$ cat src/sv/assert_macros.svh
// ---------------------------------------------------------------------------
// assertion macros
// shared concurrent assertion shorthands, clocked on clk, off during reset
// ---------------------------------------------------------------------------
`ifndef ASSERT_MACROS_SVH
`define ASSERT_MACROS_SVH

// condition holds at every edge out of reset
`define ASSERT_ALWAYS(label, cond, msg) \
  label: assert property (@(posedge clk) disable iff (!rst_n) (cond)) else $error(msg);

// same-cycle implication
`define ASSERT_IMPLIES(label, ante, cons, msg) \
  label: assert property (@(posedge clk) disable iff (!rst_n) (ante) |-> (cons)) \
    else $error(msg);

// next-cycle implication
`define ASSERT_NEXT(label, ante, cons, msg) \
  label: assert property (@(posedge clk) disable iff (!rst_n) (ante) |=> (cons)) \
    else $error(msg);

`endif

$ cat src/sv/psf_pkg.sv
// ---------------------------------------------------------------------------
// psf_pkg
// widths and sizes shared by the prime sieve filter chain
// ---------------------------------------------------------------------------
`default_nettype none

package psf_pkg;

  localparam int VALUE_WIDTH = 16;
  localparam int MAX_PRIMES  = 16;

  // table index and fill count
  localparam int IDX_W = (MAX_PRIMES > 1) ? $clog2(MAX_PRIMES) : 1;
  localparam int CNT_W = $clog2(MAX_PRIMES + 1);

  // one quotient bit per divider step
  localparam int DIV_STEPS = VALUE_WIDTH;
  localparam int STEP_W    = $clog2(DIV_STEPS + 1);

  typedef logic [VALUE_WIDTH-1:0] value_t;
  typedef logic [IDX_W-1:0]       idx_t;
  typedef logic [CNT_W-1:0]       cnt_t;
  typedef logic [STEP_W-1:0]      step_t;

endpackage

`default_nettype wire

$ cat src/sv/prime_sieve_filter_chain_top.sv
// ---------------------------------------------------------------------------
// prime sieve filter chain
// trial-division sieve over a table of the primes found so far
// ---------------------------------------------------------------------------
// usage
//   in_ channel carries candidates, expected ascending from 2; out_ channel
//   carries a prime with its table_full flag; a composite gives no item
//   the first candidate after reset is always stored and emitted
//   each candidate is tested against the stored primes in table order until
//   one divides it; one test is a table read, a data load, a restoring
//   remainder of 16 steps and a check; a prime is tested against every
//   stored prime, and a composite stops at the first entry that divides it
//   one item is in flight at a time; the divider loop sets the rate
//   a finished item sits in the output register, and the next candidate is
//   accepted while it waits; if the receiver still stalls when the next
//   prime is done, the block holds in the emit state until the slot frees
//   when the table is full a prime is emitted with table_full set and not
//   stored
//   reset clears the prime count and the output valid; table contents are
//   not cleared, only entries below the count are ever read
// ---------------------------------------------------------------------------
`default_nettype none

module prime_sieve_filter_chain_top (
  input  wire                            clk,
  input  wire                            rst_n,
  input  wire                            in_valid,
  output logic                           in_ready,
  input  wire  [psf_pkg::VALUE_WIDTH-1:0] in_candidate,
  output logic                           out_valid,
  input  wire                            out_ready,
  output logic [psf_pkg::VALUE_WIDTH-1:0] out_found_prime,
  output logic                           out_table_full
);

  typedef enum logic [2:0] {
    S_IDLE,
    S_READ,
    S_LOAD,
    S_DIV,
    S_CHECK,
    S_EMIT
  } state_t;

  state_t          state_r;
  psf_pkg::value_t cand_r;     // candidate under test
  psf_pkg::cnt_t   count_r;    // stored primes
  psf_pkg::idx_t   idx_r;      // table entry under test
  psf_pkg::value_t div_r;      // divisor from the table
  psf_pkg::value_t dvd_r;      // dividend bits still to shift in
  psf_pkg::value_t rem_r;      // partial remainder
  psf_pkg::step_t  step_r;     // divider steps left

  logic            out_valid_r;
  psf_pkg::value_t out_prime_r;
  logic            out_full_r;

  // prime table, synchronous read
  psf_pkg::value_t mem [psf_pkg::MAX_PRIMES];
  psf_pkg::value_t rd_data_r;

  // divider step: shift in one dividend bit, subtract if it fits
  logic [psf_pkg::VALUE_WIDTH:0] trial;
  logic [psf_pkg::VALUE_WIDTH:0] trial_sub;
  psf_pkg::value_t               rem_nxt;

  // check and emit control
  psf_pkg::cnt_t next_idx;
  logic          last_entry;
  logic          hit;
  logic          slot_free;
  logic          emit_go;
  logic          table_full;
  logic          mem_we;
  logic          in_fire;

  always_comb begin
    trial     = {rem_r, dvd_r[psf_pkg::VALUE_WIDTH-1]};
    trial_sub = trial - {1'b0, div_r};
    if (trial >= {1'b0, div_r}) begin
      rem_nxt = trial_sub[psf_pkg::VALUE_WIDTH-1:0];
    end else begin
      rem_nxt = trial[psf_pkg::VALUE_WIDTH-1:0];
    end
  end

  assign next_idx   = psf_pkg::CNT_W'(idx_r) + psf_pkg::CNT_W'(1);
  assign last_entry = (next_idx == count_r);
  // a zero entry divides nothing
  assign hit        = (div_r != '0) && (rem_r == '0);
  assign slot_free  = !out_valid_r || out_ready;
  assign emit_go    = (state_r == S_EMIT) && slot_free;
  assign table_full = (count_r == psf_pkg::CNT_W'(psf_pkg::MAX_PRIMES));
  assign mem_we     = emit_go && !table_full;

  assign in_ready        = (state_r == S_IDLE);
  assign in_fire         = in_valid && in_ready;
  assign out_valid       = out_valid_r;
  assign out_found_prime = out_prime_r;
  assign out_table_full  = out_full_r;

  // table: written at the count in the emit state, read at the entry under test every cycle; one item at a time
  always_ff @(posedge clk) begin
    if (mem_we) begin
      mem[count_r[psf_pkg::IDX_W-1:0]] <= cand_r;
    end
    rd_data_r <= mem[idx_r];
  end

  always_ff @(posedge clk) begin
    if (!rst_n) begin
      state_r     <= S_IDLE;
      count_r     <= '0;
      idx_r       <= '0;
      step_r      <= '0;
      out_valid_r <= 1'b0;
    end else begin
      // a new item takes the slot, else a taken item frees it
      if (emit_go) begin
        out_valid_r <= 1'b1;
      end else if (out_valid_r && out_ready) begin
        out_valid_r <= 1'b0;
      end
      case (state_r)
        S_IDLE: begin
          if (in_fire) begin
            cand_r <= in_candidate;
            idx_r  <= '0;
            if (count_r == '0) begin
              state_r <= S_EMIT;
            end else begin
              state_r <= S_READ;
            end
          end
        end
        S_READ: begin
          state_r <= S_LOAD;
        end
        S_LOAD: begin
          div_r   <= rd_data_r;
          dvd_r   <= cand_r;
          rem_r   <= '0;
          step_r  <= psf_pkg::STEP_W'(psf_pkg::DIV_STEPS);
          state_r <= S_DIV;
        end
        S_DIV: begin
          rem_r  <= rem_nxt;
          dvd_r  <= {dvd_r[psf_pkg::VALUE_WIDTH-2:0], 1'b0};
          step_r <= step_r - psf_pkg::STEP_W'(1);
          if (step_r == psf_pkg::STEP_W'(1)) begin
            state_r <= S_CHECK;
          end
        end
        S_CHECK: begin
          if (hit) begin
            state_r <= S_IDLE;
          end else if (last_entry) begin
            state_r <= S_EMIT;
          end else begin
            idx_r   <= next_idx[psf_pkg::IDX_W-1:0];
            state_r <= S_READ;
          end
        end
        S_EMIT: begin
          if (slot_free) begin
            out_prime_r <= cand_r;
            out_full_r  <= table_full;
            if (!table_full) begin
              count_r <= count_r + psf_pkg::CNT_W'(1);
            end
            state_r <= S_IDLE;
          end
        end
        default: begin
          state_r <= S_IDLE;
        end
      endcase
    end
  end

`include "assert_macros.svh"

  `ASSERT_ALWAYS(a_count_bound,
    count_r <= psf_pkg::CNT_W'(psf_pkg::MAX_PRIMES),
    "prime count past table size")
  `ASSERT_IMPLIES(a_div_steps, state_r == S_DIV,
    step_r != '0 && step_r <= psf_pkg::STEP_W'(psf_pkg::DIV_STEPS),
    "divider step count out of range")
  `ASSERT_NEXT(a_store_grows, mem_we,
    count_r == $past(count_r) + psf_pkg::CNT_W'(1),
    "table write without count advance")
  `ASSERT_IMPLIES(a_rise_from_emit, $rose(out_valid_r), $past(state_r) == S_EMIT,
    "result raised outside emit")

endmodule

`default_nettype wire
$ cat config.mk
export PLATFORM = sky130hd
export DESIGN_NAME = prime_sieve_filter_chain_top
export DESIGN_NICKNAME = d
export VERILOG_FILES = /design/src/sv/psf_pkg.sv /design/src/sv/prime_sieve_filter_chain_top.sv
export VERILOG_INCLUDE_DIRS = /design/src /design/src/sv
export SDC_FILE = /design/constraint.sdc
export NUM_CORES = 1
export LEC_CHECK = 0
export ABC_AREA = 1
export BUFFER_PORTS_ARGS = -buffer_cell sky130_fd_sc_hd__buf_2
export CAP_MARGIN = 20
export CORE_UTILIZATION = 40
export DETAILED_ROUTE_END_ITERATION = 16
export PLACE_DENSITY = 0.62
export SYNTH_ARGS = -nofsm -noshare
export SYNTH_HDL_FRONTEND = slang
export SYNTH_SLANG_ARGS = --single-unit
export TNS_END_PERCENT = 5
$ cat constraint.sdc
create_clock -name clk -period 6.65 [get_ports clk]
set_clock_uncertainty 0.1 [all_clocks]
set_input_delay 0.3325 -clock clk [delete_from_list [all_inputs] [get_ports clk]]
set_output_delay 0.3325 -clock clk [all_outputs]
set_load 0.005 [all_outputs]
==> run_results.csv, run 1 <==
group,metric,value,unit
status,outcome,"finished, final reports clean",
detailed_routing,route.detailed.drc,0,
critical_path,path_buf_inv,1,
critical_path,crit_slowest_cell,"clkinv_1",
logic_synthesis,ys_types,41,
worst_hold_path,min_path_cells,4,
sta,finalSetupViolations,0,
pwr,p_total,0.00683,W
sta,grt_setup_unrepaired,"no",
layout,area_delta_synth_final,13.8,%
clock_network,cts_tree,"built",
floorplan,start_util,40.8,%
sta,min_period_over_period,49.5,%
sta,worst_slack,3.36,ns
global_routing,use_met3,2.74,%
detailed_routing,vias,9946,
critical_path,reg2reg_slack,3.36,ns
layout,layout-drive-gt1-share,12.7,%
layout,finalNetCount,1374,
layout,mostFrequentLayoutCells,"337 x edfxtp_1, 194 x nor2_1, 170 x nand2_1",
floorplan,row_count,71,
critical_path,worstPathRequired,6.95,ns
clock_network,htreeDepth,2,
critical_path,path_class,"reg -> reg",
floorplan,die_w,198,microns
global_routing,antenna_found_initial,1,
global_routing,grt_pass1_wl,55100,microns
detailed_routing,routed_wl,35400,microns
critical_path,cp_max_fo,45,
clock_network,clockBufferDepth,3,
pwr,p_leak,6.13,nW
logic_synthesis,yosysSeqAreaShare,70.1,%
clock_network,numClockSinks,371,
global_routing,grt_pass1_vias,9698,
layout,n_antenna_cell,0,
logic_synthesis,ys_warn_count,0,
clock_network,numCtsBuffers,40,
global_routing,busiest_layer,"met2",
clock_network,cts_setup_buffers,0,
critical_path,cp_data_arrival_time,3.59,ns
floorplan,die_h,198,microns
logic_synthesis,synthArstFlopShare,0,%
sta,fin_setup_tns,0,ns
clock_network,holdBufCountCts,16,
logic_synthesis,syn_inst,1284,
logic_synthesis,synth_edf_count,337,
detailed_routing,first_pass_iters,5,
logic_synthesis,avgSynthCellArea,12.0,sq um
floorplan,design.die.area,0.0393,sq mm
global_routing,grt_usage,18.4,%
place,placed_cell_area,0.0161,sq mm
sta,slew_headroom,28.3,%
layout,final_common_cell,"edfxtp_1",
clock_network,cts_resized,0,
floorplan,core,0.0378,sq mm
detailed_routing,routed_via_density,5.32,
logic_synthesis,synth_ff_type,"edfxtp_1",
floorplan,pin_count,39,
critical_path,startpoint_type,"flop",
critical_path,crit_path_end_kind,"flop",
place,place_ws,3.38,ns
critical_path,path_cells,"clkinv_1, nand2_1, nand3_1, nand2_1, nand3_1, nand2_2, nand3_1, nand2_1, nor2_1",
critical_path,slowest_delay,1.11,ns
sta,max_slew.worst_pin.slew,1.07,ns
global_routing,grt_overflow_total,0,
worst_hold_path,min_from,"out_ready",
run,drv_cap,0,
pwr,ir_drop,0.215,mV
clock_network,clk_latency,0.53,ns
sta,min_period,3.29,ns
clock_network,clkTransAtPathRegs,0.06,ns
sta,finalHoldViolCount,0,
layout,post-route-util,46.5,%
detailed_routing,antenna_left,0,
logic_synthesis,synth_seq_cells,371,
logic_synthesis,synthesis.nets,1328,
global_routing,groute.layer.met2.usage,30.9,%
layout,post-route-cell-area,0.0175,sq mm
worst_hold_path,hold_class,"in -> reg",
place,io_buffer_count,38,
pwr,cellPowerDensity,389,mW/mm^2
worst_hold_path,hold_end,"out_valid",
critical_path,cpLargestDelayFamily,"buffers and inverters",
clock_network,clock-root-buffer,"clkbuf_16",
detailed_routing,first_iter_violations,709,
global_routing,grt_max_degree,94,
detailed_routing,routedWlPerCell,18.9,microns
critical_path,r2r-start,"idx_r[2]",
sta,max_freq,304,MHz
sta,drv_slew,0,
place,gp_congestion,0.856,
place,hpwl,21500,microns
global_routing,grt_use_met1,24.8,%
critical_path,worstReg2RegEnd,"idx_r[1]",
logic_synthesis,syn_area,0.0154,sq mm
critical_path,reg2reg_depth,9,
cell families (layout without fill, tap and decap cells):
group | Yosys count | after routing | share of synthesized area [%]
XOR/XNOR | 7 | 7 | 0.398
AO/OA/AOI/OAI | 265 | 265 | 10.4
adder cells (fa/ha/maj) | 24 | 24 | 2.00
buffers and inverters | 133 | 208 | 3.71
flip-flops | 371 | 371 | 70.1
AND/OR/NAND/NOR | 484 | 484 | 13.4
power by group:
part / internal [W] / switching (W)
clock network: 0.00124 / 0.000873
logic: 0.000525 / 0.00115
registers: 0.00280 / 0.000245
total: 0.00456 / 0.00227
state kept, by name, indices dropped and copies added, names as in the netlist, 3 cells and up:
register / cells
mem: 256
div_r: 16
step_r: 5
rd_data_r: 16
dvd_r: 16
count_r: 5
out_found_prime: 16
cand_r: 16
idx_r: 4
state_r: 3
rem_r: 16
per-stage QoR:
stage	hold slack, ns	std cells
after floorplan	0.286	1284
after global placement	0.291	1781
after detailed placement	0.295	1782
after CTS	0.0130	1869
after global routing	0.0339	1870
final	0.0299	1870
Yosys cell counts, types with 9 or more instances:
cell	count	share of area, %
nand3_1	52	1.7
nand2_2	13	0.53
nor2_1	210	5.1
a21oi_1	29	0.94
o221ai_1	48	2.7
o21ai_0	140	4.5
buf_2	21	0.68
nand2_1	170	4.1
nand3b_1	9	0.44
inv_1	63	1.5
o211ai_1	16	0.78
clkbuf_1	37	0.90
o22ai_1	17	0.69
edfxtp_1	337	66
dfxtp_1	34	4.4
ha_1	23	1.9
how the worst max path moves through the flow:
stage | from | end | slack [ns] | cells past startpoint
after floorplan | count_r[0] | mem[12][0] | 3.84 | 7
after global placement | idx_r[2] | idx_r[2] | 3.40 | 9
after detailed placement | idx_r[2] | idx_r[2] | 3.38 | 9
after CTS | idx_r[2] | idx_r[2] | 3.35 | 9
after global routing | idx_r[2] | idx_r[0] | 3.05 | 9
final | idx_r[2] | idx_r[1] | 3.36 | 9
area by class of cell:
cell class                 instances  area (sq um)
fill                            3386         20200
sequential                       371         10800
multi-input combinational        780          4090
clock buffer                      58          1150
tap                              511           639
timing repair buffer              68           483
inverter                          69           260
clock inverter                    13           111
worst min-delay path: stages:
cell,delay [ns]
buf_2,0.07
nor2_1,0.05
nor2_1,0.10
nor2_1,0.04
per-layer routing:
layer / routed length, microns / vias to the layer above
met5: 13 / -
met4: 656 / 2
met3: 2050 / 48
met2: 17100 / 308
met1: 15500 / 4877
li1: - / 4711
(Power assumes the default switching activity.)
==> run 2: changes to the inputs <==
PLACE_DENSITY = 0.64   (was 0.62)
clock period = 2.9 ns   (was 6.65 ns; I/O delays follow)
==> run_results.csv, run 2 (synthesis results as in run 1) <==
group,metric,value,unit
pwr,p_total,0.0161,W
critical_path,reg2reg_slack,0.49,ns
global_routing,grt_usage,18.9,%
critical_path,startpoint_type,"flop",
layout,fill_cells,3382,
sta,finalSetupViolations,0,
critical_path,reg2reg_depth,7,
floorplan,pin_count,39,
layout,finalNetCount,1394,
detailed_routing,route.detailed.drc,0,
place,io_buffer_count,38,
worst_hold_path,hold_end,"cand_r[7]",
place,gp_congestion,0.909,
global_routing,grt_max_degree,101,
sta,slew_headroom,41.6,%
critical_path,worstReg2RegEnd,"mem[15][8]",
layout,largest_register_ffs,256,
layout,final_common_cell,"edfxtp_1",
critical_path,startpoint,"count_r[0]",
detailed_routing,routed_wl,36300,microns
status,outcome,"finished, final reports clean",
place,hpwl,21600,microns
critical_path,cp_data_arrival_time,2.45,ns
pwr,ir_drop,0.574,mV
clock_network,clockBufferDepth,3,
place,placed_cell_area,0.0162,sq mm
pwr,cellPowerDensity,906,mW/mm^2
critical_path,r2r-start,"count_r[0]",
critical_path,crit_path_end_kind,"flop",
detailed_routing,first_pass_iters,5,
detailed_routing,routed_via_density,5.34,
critical_path,path_class,"reg -> reg",
sta,finalHoldViolCount,0,
sta,grt_setup_unrepaired,"no",
global_routing,grt_pass1_vias,9882,
clock_network,clock-root-buffer,"clkbuf_16",
global_routing,antenna_found_initial,1,
pwr,p_leak,6.24,nW
detailed_routing,vias,10100,
detailed_routing,first_iter_violations,910,
detailed_routing,antenna_left,0,
worst_hold_path,min_path_cells,2,
floorplan,start_util,40.8,%
clock_network,clkTransAtPathRegs,0.06,ns
layout,mostFrequentLayoutCells,"337 x edfxtp_1, 194 x nor2_1, 170 x nand2_1",
sta,max_slew.worst_pin.slew,0.876,ns
run,drv_cap,0,
worst_hold_path,hold_class,"in -> reg",
global_routing,grt_overflow_total,0,
sta,min_period,2.41,ns
worst_hold_path,min_from,"in_candidate[7]",
sta,fin_setup_tns,0,ns
floorplan,row_count,71,
sta,max_freq,415,MHz
floorplan,die_w,198,microns
clock_network,numCtsBuffers,40,
floorplan,core,0.0378,sq mm
clock_network,htreeDepth,2,
critical_path,worstPathRequired,2.94,ns
global_routing,grt_pass1_wl,56700,microns
clock_network,numClockSinks,371,
sta,min_period_over_period,83.0,%
sta,whs,0.225,ns
detailed_routing,routedWlPerCell,19.2,microns
clock_network,cts_tree,"built",
clock_network,clk_latency,0.53,ns
critical_path,cp_max_fo,18,
layout,n_antenna_cell,0,
layout,layout-drive-gt1-share,13.9,%
sta,drv_slew,0,
layout,area_delta_synth_final,14.9,%
floorplan,design.die.area,0.0393,sq mm
layout,post-route-cell-area,0.0177,sq mm
floorplan,die_h,198,microns
run 2: worst max path at each step:
| stage | end | cells after the start | slack (ns) |
|---|---|---|---|
| after floorplan | mem[12][0] | 7 | 0.09 |
| after global placement | rem_r[1] | 12 | 0.58 |
| after detailed placement | mem[15][10] | 7 | 0.52 |
| after CTS | mem[15][8] | 7 | 0.50 |
| after global routing | mem[15][8] | 7 | 0.33 |
| final | mem[15][8] | 7 | 0.49 |
run 2: stage by stage:
step | setup WS [ns] | std cells | utilization [%]
global placement | 0.577 | 1800 | 43.0
floorplan | 0.0908 | 1284 | -
CTS | 0.499 | 1890 | 46.9
detailed placement | 0.521 | 1800 | 43.0
global route | 0.330 | 1890 | 46.9
finish | 0.493 | 1890 | 46.9
run 2: power breakdown:
group	total, W	switching (W)	leakage, nW	internal (W)
logic	0.00414	0.00288	2.28	0.00126
registers	0.00689	0.000486	3.33	0.00641
clock network	0.00502	0.00204	0.636	0.00298
total	0.0161	0.00541	6.24	0.0106
run 2: repair_timing:
action	in CTS	in global routing
hold endpoints to repair	29	0
resized for setup	0	0
hold buffers	19	0
buffers inserted	0	0
run 2: routing by layer:
layer,global-route usage [%],share of wire [%],vias up
li1,-,-,4759
met1,26.2,45,4985
met2,31.1,48,296
met3,2.84,5.1,59
met5,0,0.036,-
met4,4.94,2.0,2
run 2: worst max-delay path: stages (launching register included):
cell and delay (ns):
dfxtp_1 0.43, inv_1 0.12, ha_1 0.22, inv_1 0.17, nor3_2 0.08, nor2_2 0.24
inv_2 0.14, nor2_4 0.51
run 2: final cells by class:
type / instances / area (sq um) / share of cell area (%)
inverter: 69 / 260 / 1.47
multi-input combinational: 780 / 4090 / 23.1
clock buffer: 49 / 1070 / 6.02
clock inverter: 22 / 220 / 1.24
timing repair buffer: 88 / 626 / 3.53
sequential: 371 / 10800 / 61.0
tap: 511 / 639 / 3.61
